### config.mk
export PLATFORM = sky130hd
export DESIGN_NAME = comment_strip_line_split
export DESIGN_NICKNAME = d
export VERILOG_FILES = /design/src/rtl/csls_pkg.sv /design/src/rtl/csls_scan.sv /design/src/rtl/csls_outq.sv /design/src/rtl/comment_strip_line_split.sv
export SDC_FILE = /design/constraint.sdc
export NUM_CORES = 1
export LEC_CHECK = 0
export ABC_AREA = 1
export ABC_CLOCK_PERIOD_IN_PS = 4100
export BUFFER_PORTS_ARGS = -buffer_cell sky130_fd_sc_hd__buf_4
export CAP_MARGIN = 0
export CORE_MARGIN = 2
export CORE_UTILIZATION = 54
export CTS_CLUSTER_DIAMETER = 80
export DETAILED_ROUTE_END_ITERATION = 7
export GPL_TIMING_DRIVEN = 0
export PLACE_DENSITY = 0.84
export SYNTH_ARGS = -nofsm -noshare
export SYNTH_HDL_FRONTEND = slang
export SYNTH_HIERARCHICAL = 1
export SYNTH_SLANG_ARGS = --single-unit
### constraint.sdc
create_clock -name clk -period 4.1 [get_ports clk]
set_clock_uncertainty 0.2 [all_clocks]
set_input_delay 0.41 -clock clk [delete_from_list [all_inputs] [get_ports clk]]
set_output_delay 0.41 -clock clk [all_outputs]
set_load 0.01 [all_outputs]
### src/rtl/csls_pkg.sv
// Shared types and character constants for the comment stripper.
// No dependencies.
package csls_pkg;

  typedef enum logic [2:0] {
    MODE_NORMAL = 3'd0,
    MODE_STRING = 3'd1,
    MODE_CHAR   = 3'd2,
    MODE_SLASH  = 3'd3,
    MODE_LINE   = 3'd4,
    MODE_BLOCK  = 3'd5
  } scan_mode_t;

  localparam logic [7:0] CH_NL    = 8'h0A;
  localparam logic [7:0] CH_TAB   = 8'h09;
  localparam logic [7:0] CH_SEMI  = 8'h3B;
  localparam logic [7:0] CH_DQ    = 8'h22;
  localparam logic [7:0] CH_SQ    = 8'h27;
  localparam logic [7:0] CH_SLASH = 8'h2F;
  localparam logic [7:0] CH_STAR  = 8'h2A;
  localparam logic [7:0] CH_BSL   = 8'h5C;
  localparam logic [7:0] CH_SP    = 8'h20;

  localparam int unsigned QUEUE_DEPTH = 4;
  localparam int unsigned QPTR_W      = $clog2(QUEUE_DEPTH);
  localparam int unsigned QCNT_W      = $clog2(QUEUE_DEPTH + 1);

  typedef struct packed {
    logic [7:0] data;
    logic       last;
  } result_t;

  typedef struct packed {
    logic [1:0] count;
    result_t    res0;
    result_t    res1;
  } scan_out_t;

endpackage

### src/rtl/csls_scan.sv
// Six-mode scanner: state registers and per-byte result generation.
// Depends on csls_pkg.
module csls_scan (
  input  logic                clk,
  input  logic                rst,
  input  logic                accept,
  input  logic [7:0]          in_byte,
  output csls_pkg::scan_out_t scan
);
  import csls_pkg::*;

  typedef struct packed {
    scan_mode_t mode;
    logic       emit;
    logic [7:0] data;
  } norm_t;

  scan_mode_t mode, mode_next;
  logic       str_esc, str_esc_next;
  logic       chr_esc, chr_esc_next;
  logic       line_esc, line_esc_next;
  logic       star, star_next;
  logic       c0_v, c1_v, k0, k1;
  logic [7:0] c0, c1;

  function automatic logic [7:0] map_plain(input logic [7:0] b);
    if (b == CH_NL) return CH_SP;
    if (b == CH_SEMI) return CH_NL;
    return b;
  endfunction

  function automatic norm_t normal_step(input logic [7:0] b);
    norm_t r;
    r.mode = MODE_NORMAL;
    r.emit = 1'b1;
    r.data = map_plain(b);
    if (b == CH_DQ) begin
      r.mode = MODE_STRING;
    end else if (b == CH_SQ) begin
      r.mode = MODE_CHAR;
    end else if (b == CH_SLASH) begin
      r.mode = MODE_SLASH;
      r.emit = 1'b0;
    end
    return r;
  endfunction

  always_comb begin
    norm_t n;
    n             = normal_step(in_byte);
    mode_next     = mode;
    str_esc_next  = str_esc;
    chr_esc_next  = chr_esc;
    line_esc_next = line_esc;
    star_next     = star;
    c0_v          = 1'b0;
    c0            = in_byte;
    c1_v          = 1'b0;
    c1            = in_byte;
    unique case (mode)
      MODE_STRING: begin
        c0_v = 1'b1;
        if (in_byte == CH_DQ && !str_esc) mode_next = MODE_NORMAL;
        str_esc_next = (in_byte == CH_BSL) && !str_esc;
      end
      MODE_CHAR: begin
        c0_v = 1'b1;
        if (in_byte == CH_SQ && !chr_esc) mode_next = MODE_NORMAL;
        chr_esc_next = (in_byte == CH_BSL) && !chr_esc;
      end
      MODE_SLASH: begin
        if (in_byte == CH_SLASH) begin
          mode_next = MODE_LINE;
        end else if (in_byte == CH_STAR) begin
          mode_next = MODE_BLOCK;
        end else begin
          // lone slash: emit it, then treat this byte as normal text
          c0_v      = 1'b1;
          c0        = CH_SLASH;
          c1_v      = n.emit;
          c1        = n.data;
          mode_next = n.mode;
        end
      end
      MODE_LINE: begin
        if (in_byte == CH_NL && !line_esc) begin
          c0_v      = 1'b1;
          c0        = map_plain(in_byte);
          mode_next = MODE_NORMAL;
        end
        line_esc_next = (in_byte == CH_BSL) && !line_esc;
      end
      MODE_BLOCK: begin
        if (in_byte == CH_SLASH && star) begin
          c0_v      = 1'b1;
          c0        = CH_SP;
          mode_next = MODE_NORMAL;
        end
        star_next = (in_byte == CH_STAR);
      end
      default: begin
        c0_v      = n.emit;
        c0        = n.data;
        mode_next = n.mode;
      end
    endcase
  end

  // space and tab are never emitted
  assign k0 = c0_v && (c0 != CH_SP) && (c0 != CH_TAB);
  assign k1 = c1_v && (c1 != CH_SP) && (c1 != CH_TAB);

  always_comb begin
    scan.count     = {1'b0, k0} + {1'b0, k1};
    scan.res0.data = k0 ? c0 : c1;
    scan.res0.last = !(k0 && k1);
    scan.res1.data = c1;
    scan.res1.last = 1'b1;
  end

  always_ff @(posedge clk) begin
    if (rst) begin
      mode     <= MODE_NORMAL;
      str_esc  <= 1'b0;
      chr_esc  <= 1'b0;
      line_esc <= 1'b0;
      star     <= 1'b0;
    end else if (accept) begin
      mode     <= mode_next;
      str_esc  <= str_esc_next;
      chr_esc  <= chr_esc_next;
      line_esc <= line_esc_next;
      star     <= star_next;
    end
  end

endmodule

### src/rtl/csls_outq.sv
// Result queue: takes up to two results per request, releases one per cycle unless out_stall is high.
// Depends on csls_pkg.
module csls_outq (
  input  logic                clk,
  input  logic                rst,
  input  logic                push,
  input  csls_pkg::scan_out_t scan,
  output logic                full,
  output logic                out_valid,
  input  logic                out_stall,
  output logic [7:0]          out_byte,
  output logic                last_of_run
);
  import csls_pkg::*;

  result_t             mem [QUEUE_DEPTH];
  logic [QPTR_W-1:0]   wp, rp;
  logic [QCNT_W-1:0]   count, count_next;
  logic [1:0]          n;
  logic                pop;

  assign n         = push ? scan.count : 2'd0;
  assign pop       = out_valid && !out_stall;
  assign out_valid = (count != '0);
  // room for two more results is required before taking a request
  assign full      = (count > QCNT_W'(QUEUE_DEPTH - 2));
  assign out_byte    = mem[rp].data;
  assign last_of_run = mem[rp].last;

  assign count_next = count + QCNT_W'(n) - QCNT_W'(pop);

  always_ff @(posedge clk) begin
    if (n != 2'd0) mem[wp] <= scan.res0;
    if (n == 2'd2) mem[wp + QPTR_W'(1)] <= scan.res1;
  end

  always_ff @(posedge clk) begin
    if (rst) begin
      wp    <= '0;
      rp    <= '0;
      count <= '0;
    end else begin
      wp    <= wp + QPTR_W'(n);
      rp    <= rp + QPTR_W'(pop);
      count <= count_next;
    end
  end

endmodule

### src/rtl/comment_strip_line_split.sv
// Top level of the comment stripper and statement splitter.
// Depends on csls_pkg, csls_scan and csls_outq.
//
// Takes one text byte per request and emits 0, 1 or 2 cleaned bytes, the
// last of them flagged by last_of_run. The scanner updates its mode in the
// cycle a byte is taken, so one byte can be taken every clock unless
// in_stall is high. Results leave a four-entry queue one per clock unless
// out_stall is high; in_stall rises while it holds three or more results.
// With out_stall low, one byte per cycle is sustained while bytes average
// at most one result; a lone slash and a printable byte give two results.
module comment_strip_line_split (
  input  logic       clk,
  input  logic       rst,
  input  logic       in_valid,
  output logic       in_stall,
  input  logic [7:0] in_byte,
  output logic       out_valid,
  input  logic       out_stall,
  output logic [7:0] out_byte,
  output logic       last_of_run
);
  import csls_pkg::*;

  scan_out_t scan;
  logic      accept;

  assign accept = in_valid && !in_stall;

  csls_scan u_scan (
    .clk     (clk),
    .rst     (rst),
    .accept  (accept),
    .in_byte (in_byte),
    .scan    (scan)
  );

  csls_outq u_outq (
    .clk         (clk),
    .rst         (rst),
    .push        (accept),
    .scan        (scan),
    .full        (in_stall),
    .out_valid   (out_valid),
    .out_stall   (out_stall),
    .out_byte    (out_byte),
    .last_of_run (last_of_run)
  );

endmodule

* Yosys cells after proc, flatten, opt, wreduce, memory -nomap -nowiden
Memories as Yosys holds them, arrays and structs flattened. A register that Yosys moved wholly into a read port is not among the register bits.
Index checks and enable logic that the tools add are counted.
** Word-level totals
- Memories kept :: 1
- Logic and storage cells :: 114
- Input port bits :: 12
- Output and inout bits :: 11
- Bits in latches :: 0
- Bits in registers :: 14
- Memory bits (read-only) :: 0
- RAM bits :: 36
** Memories
- u_outq.mem :: words 4, bits a word 9, read ports 1, clocked after memory_dff 1, wr ports 2, RTL line csls_outq.sv:16 : result_t mem [QUEUE_DEPTH];
** Operators by class
- Eq/ne operators :: 21
- Bitwise gates (word level) :: 0
- Multipliers :: 0
- Shift operators :: 0
- Reductions and logical operators :: 28
- Add/sub/neg operators :: 6
- Div/mod/pow operators :: 0
- $lt $le $gt $ge :: 1
- Mux-type cells :: 49
** Operator list (count)
- 8-bit 2-to-1 mux :: 14
- 8-bit by 6-bit == test with 1-bit output (second input constant) :: 5
- 8-bit one-hot mux with 4 select lines :: 1
- 3-bit 2-to-1 mux :: 9
- 1-bit 2-to-1 mux :: 21
- 8-bit by 4-bit != test with 1-bit output (second input constant) :: 2
- 8-bit by 6-bit != test with 1-bit output (second input constant) :: 2
- 3-bit one-hot mux with 5 select lines :: 1
- 1-bit logical AND :: 14
- 8-bit by 4-bit == test with 1-bit output (second input constant) :: 1
- 8-bit by 7-bit == test with 1-bit output (second input constant) :: 1
- 2-bit by 1-bit != test with 1-bit output (second input constant) :: 4
- 2-bit AND reduction :: 4
- 3-bit by 2-bit == test with 1-bit output (second input constant) :: 2
- 3-bit == test (second input constant) :: 2
- 1-bit logical NOT :: 6
- 5-bit AND reduction :: 1
- 2-bit 2-to-1 mux :: 2
- 1-bit one-hot mux with 4 select lines :: 1
- 3-bit by 2-bit adder with 3-bit output :: 1
- 3-bit by 1-bit == test with 1-bit output (second input constant) :: 1
- 3-bit by 2-bit greater-than comparator with 1-bit output (second input constant) :: 1
- 3-bit nonzero test :: 1
- 3-bit by 1-bit subtractor with 3-bit output :: 1
- other kinds (7) :: 7

* Longest topological paths before layout
- Depth after elaboration :: 19
- Depth in mapped cells :: 23
- Depth with buffers taken out :: 22

* Hierarchy
Netlist, hierarchy kept.
** By module, submodules not included
- csls_outq :: area each 2336.0 um2, times used 1, cells an instance 241, seq. area each 1221.2 um2
- csls_scan :: area each 1113.6 um2, times used 1, cells an instance 199, seq. area each 140.1 um2
- comment_strip_line_split :: area each 10.0 um2, times used 1, cells an instance 2, seq. area each 0.0 um2

* Least setup slack after synthesis
OpenSTA, ideal clock, no wires.
- Path kind :: input port to flip-flop
- Start point :: input in_byte[4]
- End point :: memory u_outq/mem[3][0] (netlist name), enable pin
- Data arrival time :: 2.848 ns
- Data required time :: 3.513 ns
- Path buffers :: 1
- Library setup time :: 0.387 ns
- Stages on the path :: 18
- Setup slack :: 0.665 ns
- Cell sequence :: buf_6 -> inv_2 -> nand2_2 -> nor2_4 -> nand2_2 -> nand2_2 -> nand2_1 -> inv_2 -> nand4_4 -> o21ai_2 -> nand3_2 -> nand2_2 -> inv_1 -> ha_1 -> nand2_1 -> inv_1 -> nor2_1 -> o21ai_0
** RTL lines
- start: declaration :: RTL line comment_strip_line_split.sv:16 : input logic [7:0] in_byte,
- end: declaration :: RTL line csls_outq.sv:16

==> flow_summary.json <==
{
  "tritoncts": "built",
  "post_cts.resized_instances": 0,
  "chipWidth_um": 84.0,
  "fin_crit_sh": 0.911,
  "cts_root_buffer": "sky130_fd_sc_hd__clkbuf_8",
  "post_synthesis_area_per_instance_um2": 7.83,
  "wl_per_cell_um": 14.2,
  "number_of_global_route_vias_before_repair": 2784,
  "fp.coreArea_um2": 6280,
  "max_slew_margin": 0.320,
  "synth_sequential_area_ratio": 0.393,
  "cts_buffer_count": 5,
  "cts.path.max_buffers": 2,
  "vdd_drop_max_v": 0.000415,
  "gp_congestion": 0.969,
  "drt-pass1-iter-count": 5,
  "synth-seq-cells": 50,
  "detail_route.iter0.violations": 371,
  "outcome": "finished clean",
  "full_die_area_um2": 7060,
  "rrSetupSlack_ns": 0.36,
  "final_number_of_max_transition_violations": 0,
  "drt.antenna.violating_nets": 0,
  "crit_path_max_fanout": 9,
  "path_common_cell": "sky130_fd_sc_hd__nand2_1",
  "endpoint": "u_outq/mem[3][0]",
  "cts_num_sinks": 50,
  "dr_total_vias": 3040,
  "boundaryPins": 23,
  "post_synthesis_cell_type_count": 39,
  "r2r-end": "u_outq/mem[3][0]",
  "worstMarginPinSlew_ns": 1.01,
  "rsz0062_at_grt": "false",
  "cpLargestDelayFamily": "simple AND/OR/NAND/NOR gates",
  "critPathCaptureType": "register",
  "regToRegStartpoint": "u_scan/mode[2]",
  "reg2regPathDepth": 14,
  "synth_top_area_share": 0.312,
  "dp_hpwl_mm": 5.92,
  "grt_first_pass_wirelength_mm": 13.0,
  "synthesis.nets": 460,
  "cp_num_buf_inv": 2,
  "number_of_antenna_violations_at_the_first_check_in_global_routing": 0,
  "n_fill_cell": 551,
  "area_growth_pct": 9.87,
  "post_synth_top_area_cell": "sky130_fd_sc_hd__edfxtp_1",
  "cts-htree-levels": 2,
  "cp_slowest_stage_delay_ns": 0.78,
  "pin_count_of_the_biggest_net_entering_global_routing": 16,
  "period_needed_ns": 3.74,
  "worst_ep_required_time_ns": 3.82,
  "postCtsHoldBufs": 0,
  "layout-drive-gt1-share": 0.222,
  "min-delay-path-class": "primary input to register",
  "launching_element_of_the_worst_setup_path": "u_scan/mode[2]",
  "synthCells": 442,
  "total_stage_count_of_the_critical_path": 14,
  "die_height_um": 84.0,
  "max_freq_ghz": 0.268,
  "crit_path_cell_chain": "nand2_1, nor2_2, nand3_1, nand3_1, nand2_1, o21ai_2, nand3_2, nand2_2, inv_1, ha_1, nand2_1, inv_1, nor2_1, o21ai_1",
  "power_per_cell_area_nw_per_um2": 632,
  "place.port_buffers": 18,
  "static-leakage-power_nw": 1.73,
  "crit_path_top_delay_cell": "sky130_fd_sc_hd__o21ai_1",
  "worst_setup_path_start_kind": "register",
  "worst-setup-path-type": "register to register",
  "rows": 29,
  "clk_pin_slew_ns": 0.09,
  "n_antenna_cell": 0,
  "timing.critical_path.arrival_ns": 3.46,
  "overall_routed_net_length_mm": 7.76,
  "detail_route.vias_per_cell": 5.58,
  "yosys_warning_total": 6,
  "layoutNonFillerInstCount": 545,
  "count_of_buffers_added_by_post_cts_timing_repair_for_setup": 0,
  "detail_route.drc_violations": 0,
  "max_cap_violations": 0,
  "grt_usage": 0.225,
  "globalRouteOverflowTotal": 0,
  "nets": 485,
  "finalHoldViolCount": 0,
  "syn_area_um2": 3460,
  "finalSetupViolations": 0,
  "fin_tns_setup_ns": 0,
  "initial_utilization": 0.551,
  "worst_skew_pair.late_latency_ns": 0.30,
  "yosys-top-cells-area": "sky130_fd_sc_hd__edfxtp_1 (31%), sky130_fd_sc_hd__nand2_1 (10%), sky130_fd_sc_hd__dfxtp_1 (8.1%)",
  "place.detailed.instances": 537
}
synthesized netlist by cell type:
cell type,count
sky130_fd_sc_hd__inv_1,50
sky130_fd_sc_hd__fa_1,1
sky130_fd_sc_hd__nand2_1,92
sky130_fd_sc_hd__xnor2_1,1
sky130_fd_sc_hd__inv_2,10
sky130_fd_sc_hd__a211oi_1,3
sky130_fd_sc_hd__a21oi_1,12
sky130_fd_sc_hd__dfxtp_1,14
sky130_fd_sc_hd__conb_1,1
sky130_fd_sc_hd__nor2_2,7
sky130_fd_sc_hd__a22oi_1,1
sky130_fd_sc_hd__buf_4,6
sky130_fd_sc_hd__nand3_4,1
sky130_fd_sc_hd__o21ai_0,31
sky130_fd_sc_hd__nand3_2,4
sky130_fd_sc_hd__nand2_2,6
sky130_fd_sc_hd__o21bai_1,1
sky130_fd_sc_hd__ha_1,5
sky130_fd_sc_hd__nor3_1,4
sky130_fd_sc_hd__o22ai_1,9
sky130_fd_sc_hd__nand2_4,3
sky130_fd_sc_hd__a22o_1,1
sky130_fd_sc_hd__nor2_1,47
sky130_fd_sc_hd__o21ai_2,28
sky130_fd_sc_hd__a31oi_2,1
sky130_fd_sc_hd__buf_6,5
sky130_fd_sc_hd__nand4_1,5
sky130_fd_sc_hd__nand4_4,1
sky130_fd_sc_hd__nor2_4,4
sky130_fd_sc_hd__edfxtp_1,36
sky130_fd_sc_hd__o21ai_1,12
sky130_fd_sc_hd__clkbuf_1,6
sky130_fd_sc_hd__xor2_1,3
sky130_fd_sc_hd__nor4_1,1
sky130_fd_sc_hd__nor2_8,1
sky130_fd_sc_hd__nand4_2,1
sky130_fd_sc_hd__buf_2,1
sky130_fd_sc_hd__and2_1,1
sky130_fd_sc_hd__nand3_1,26
cell families after synthesis:
kind of cell             synth area share
buffers and inverters               0.102
AO/OA/AOI/OAI                       0.184
AND/OR/NAND/NOR                     0.285
XOR/XNOR                           0.0101
other                             0.00108
adder cells (fa/ha/maj)            0.0239
flip-flops                          0.393
how the worst min path moves through the flow:
stage,from,to,cells past startpoint
5_1_grt,rst,u_outq/count[0],2
3_5_place_dp,u_scan/str_esc,u_scan/str_esc,1
6_report,rst,u_outq/count[1],2
2_1_floorplan,u_scan/line_esc,u_scan/line_esc,1
3_3_place_gp,u_scan/str_esc,u_scan/str_esc,1
4_1_cts,rst,u_outq/count[0],2
where the power goes:
part | switching, W | internal, W
logic | 0.000806 | 0.000477
registers | 0.0000530 | 0.000726
clock network | 0.000157 | 0.000182
cell usage in the layout (no fill, tap or decap), drive strengths merged, types with 3 or more instances in the layout:
cell type / count
nand2: 101
a21oi: 12
clkbuf: 12
nor2: 59
inv: 60
o22ai: 9
dfxtp: 14
ha: 5
a211oi: 3
nand4: 7
buf: 30
xor2: 3
o21ai: 71
nor3: 4
edfxtp: 36
nand3: 31
registers in the layout (all words and copies together), names as in the netlist:
register	flops
u_outq/wp	2
u_outq/rp	2
u_scan/line_esc	1
u_scan/star	1
u_scan/mode	3
u_scan/str_esc	1
u_outq/mem	36
u_scan/chr_esc	1
u_outq/count	3
through the flow:
| stage | util | hold slack [ns] | cell area (um^2) | worst slack [ns] | total power, W |
|---|---|---|---|---|---|
| floorplan | - | 0.234 | 3460 | 0.665 | 0.00173 |
| global placement | 0.588 | 0.249 | 3690 | -0.197 | 0.00201 |
| detailed placement | 0.588 | 0.256 | 3690 | 0.173 | 0.00206 |
| CTS | 0.606 | 0.141 | 3800 | 0.385 | 0.00240 |
| global route | 0.606 | 0.156 | 3800 | 0.129 | 0.00259 |
| finish | 0.606 | 0.143 | 3800 | 0.364 | 0.00240 |
worst reg2reg max path, cell delays in order (launching register included):
cell and delay (ns):
sky130_fd_sc_hd__dfxtp_1 0.40, sky130_fd_sc_hd__nand2_1 0.18, sky130_fd_sc_hd__nor2_2 0.30, sky130_fd_sc_hd__nand3_1 0.14, sky130_fd_sc_hd__nand3_1 0.11, sky130_fd_sc_hd__nand2_1 0.10, sky130_fd_sc_hd__o21ai_2 0.15, sky130_fd_sc_hd__nand3_2 0.11
sky130_fd_sc_hd__nand2_2 0.10, sky130_fd_sc_hd__inv_1 0.06, sky130_fd_sc_hd__ha_1 0.41, sky130_fd_sc_hd__nand2_1 0.12, sky130_fd_sc_hd__inv_1 0.15, sky130_fd_sc_hd__nor2_1 0.06, sky130_fd_sc_hd__o21ai_1 0.78
routing by layer:
layer | up-vias | global-route usage | wire, um
li1 | 1517 | - | -
met1 | 1395 | 0.299 | 3430
met2 | 121 | 0.387 | 3800
met3 | 7 | 0.0346 | 469
met4 | 0 | 0.0513 | 65
met5 | - | 0 | 0
layout make-up:
class	count	area, um^2	share of cell area
Inverter	60	225	0.0592
Sequential cell	50	1360	0.358
Multi-Input combinational cell	314	1740	0.459
Clock inverter	2	37.5	0.00987
Tap cell	77	96.3	0.0253
Clock buffer	6	72.6	0.0191
Timing Repair Buffer	18	135	0.0355
Buffer	18	129	0.0339
No activity file was read; power rests on OpenSTA's default activity.
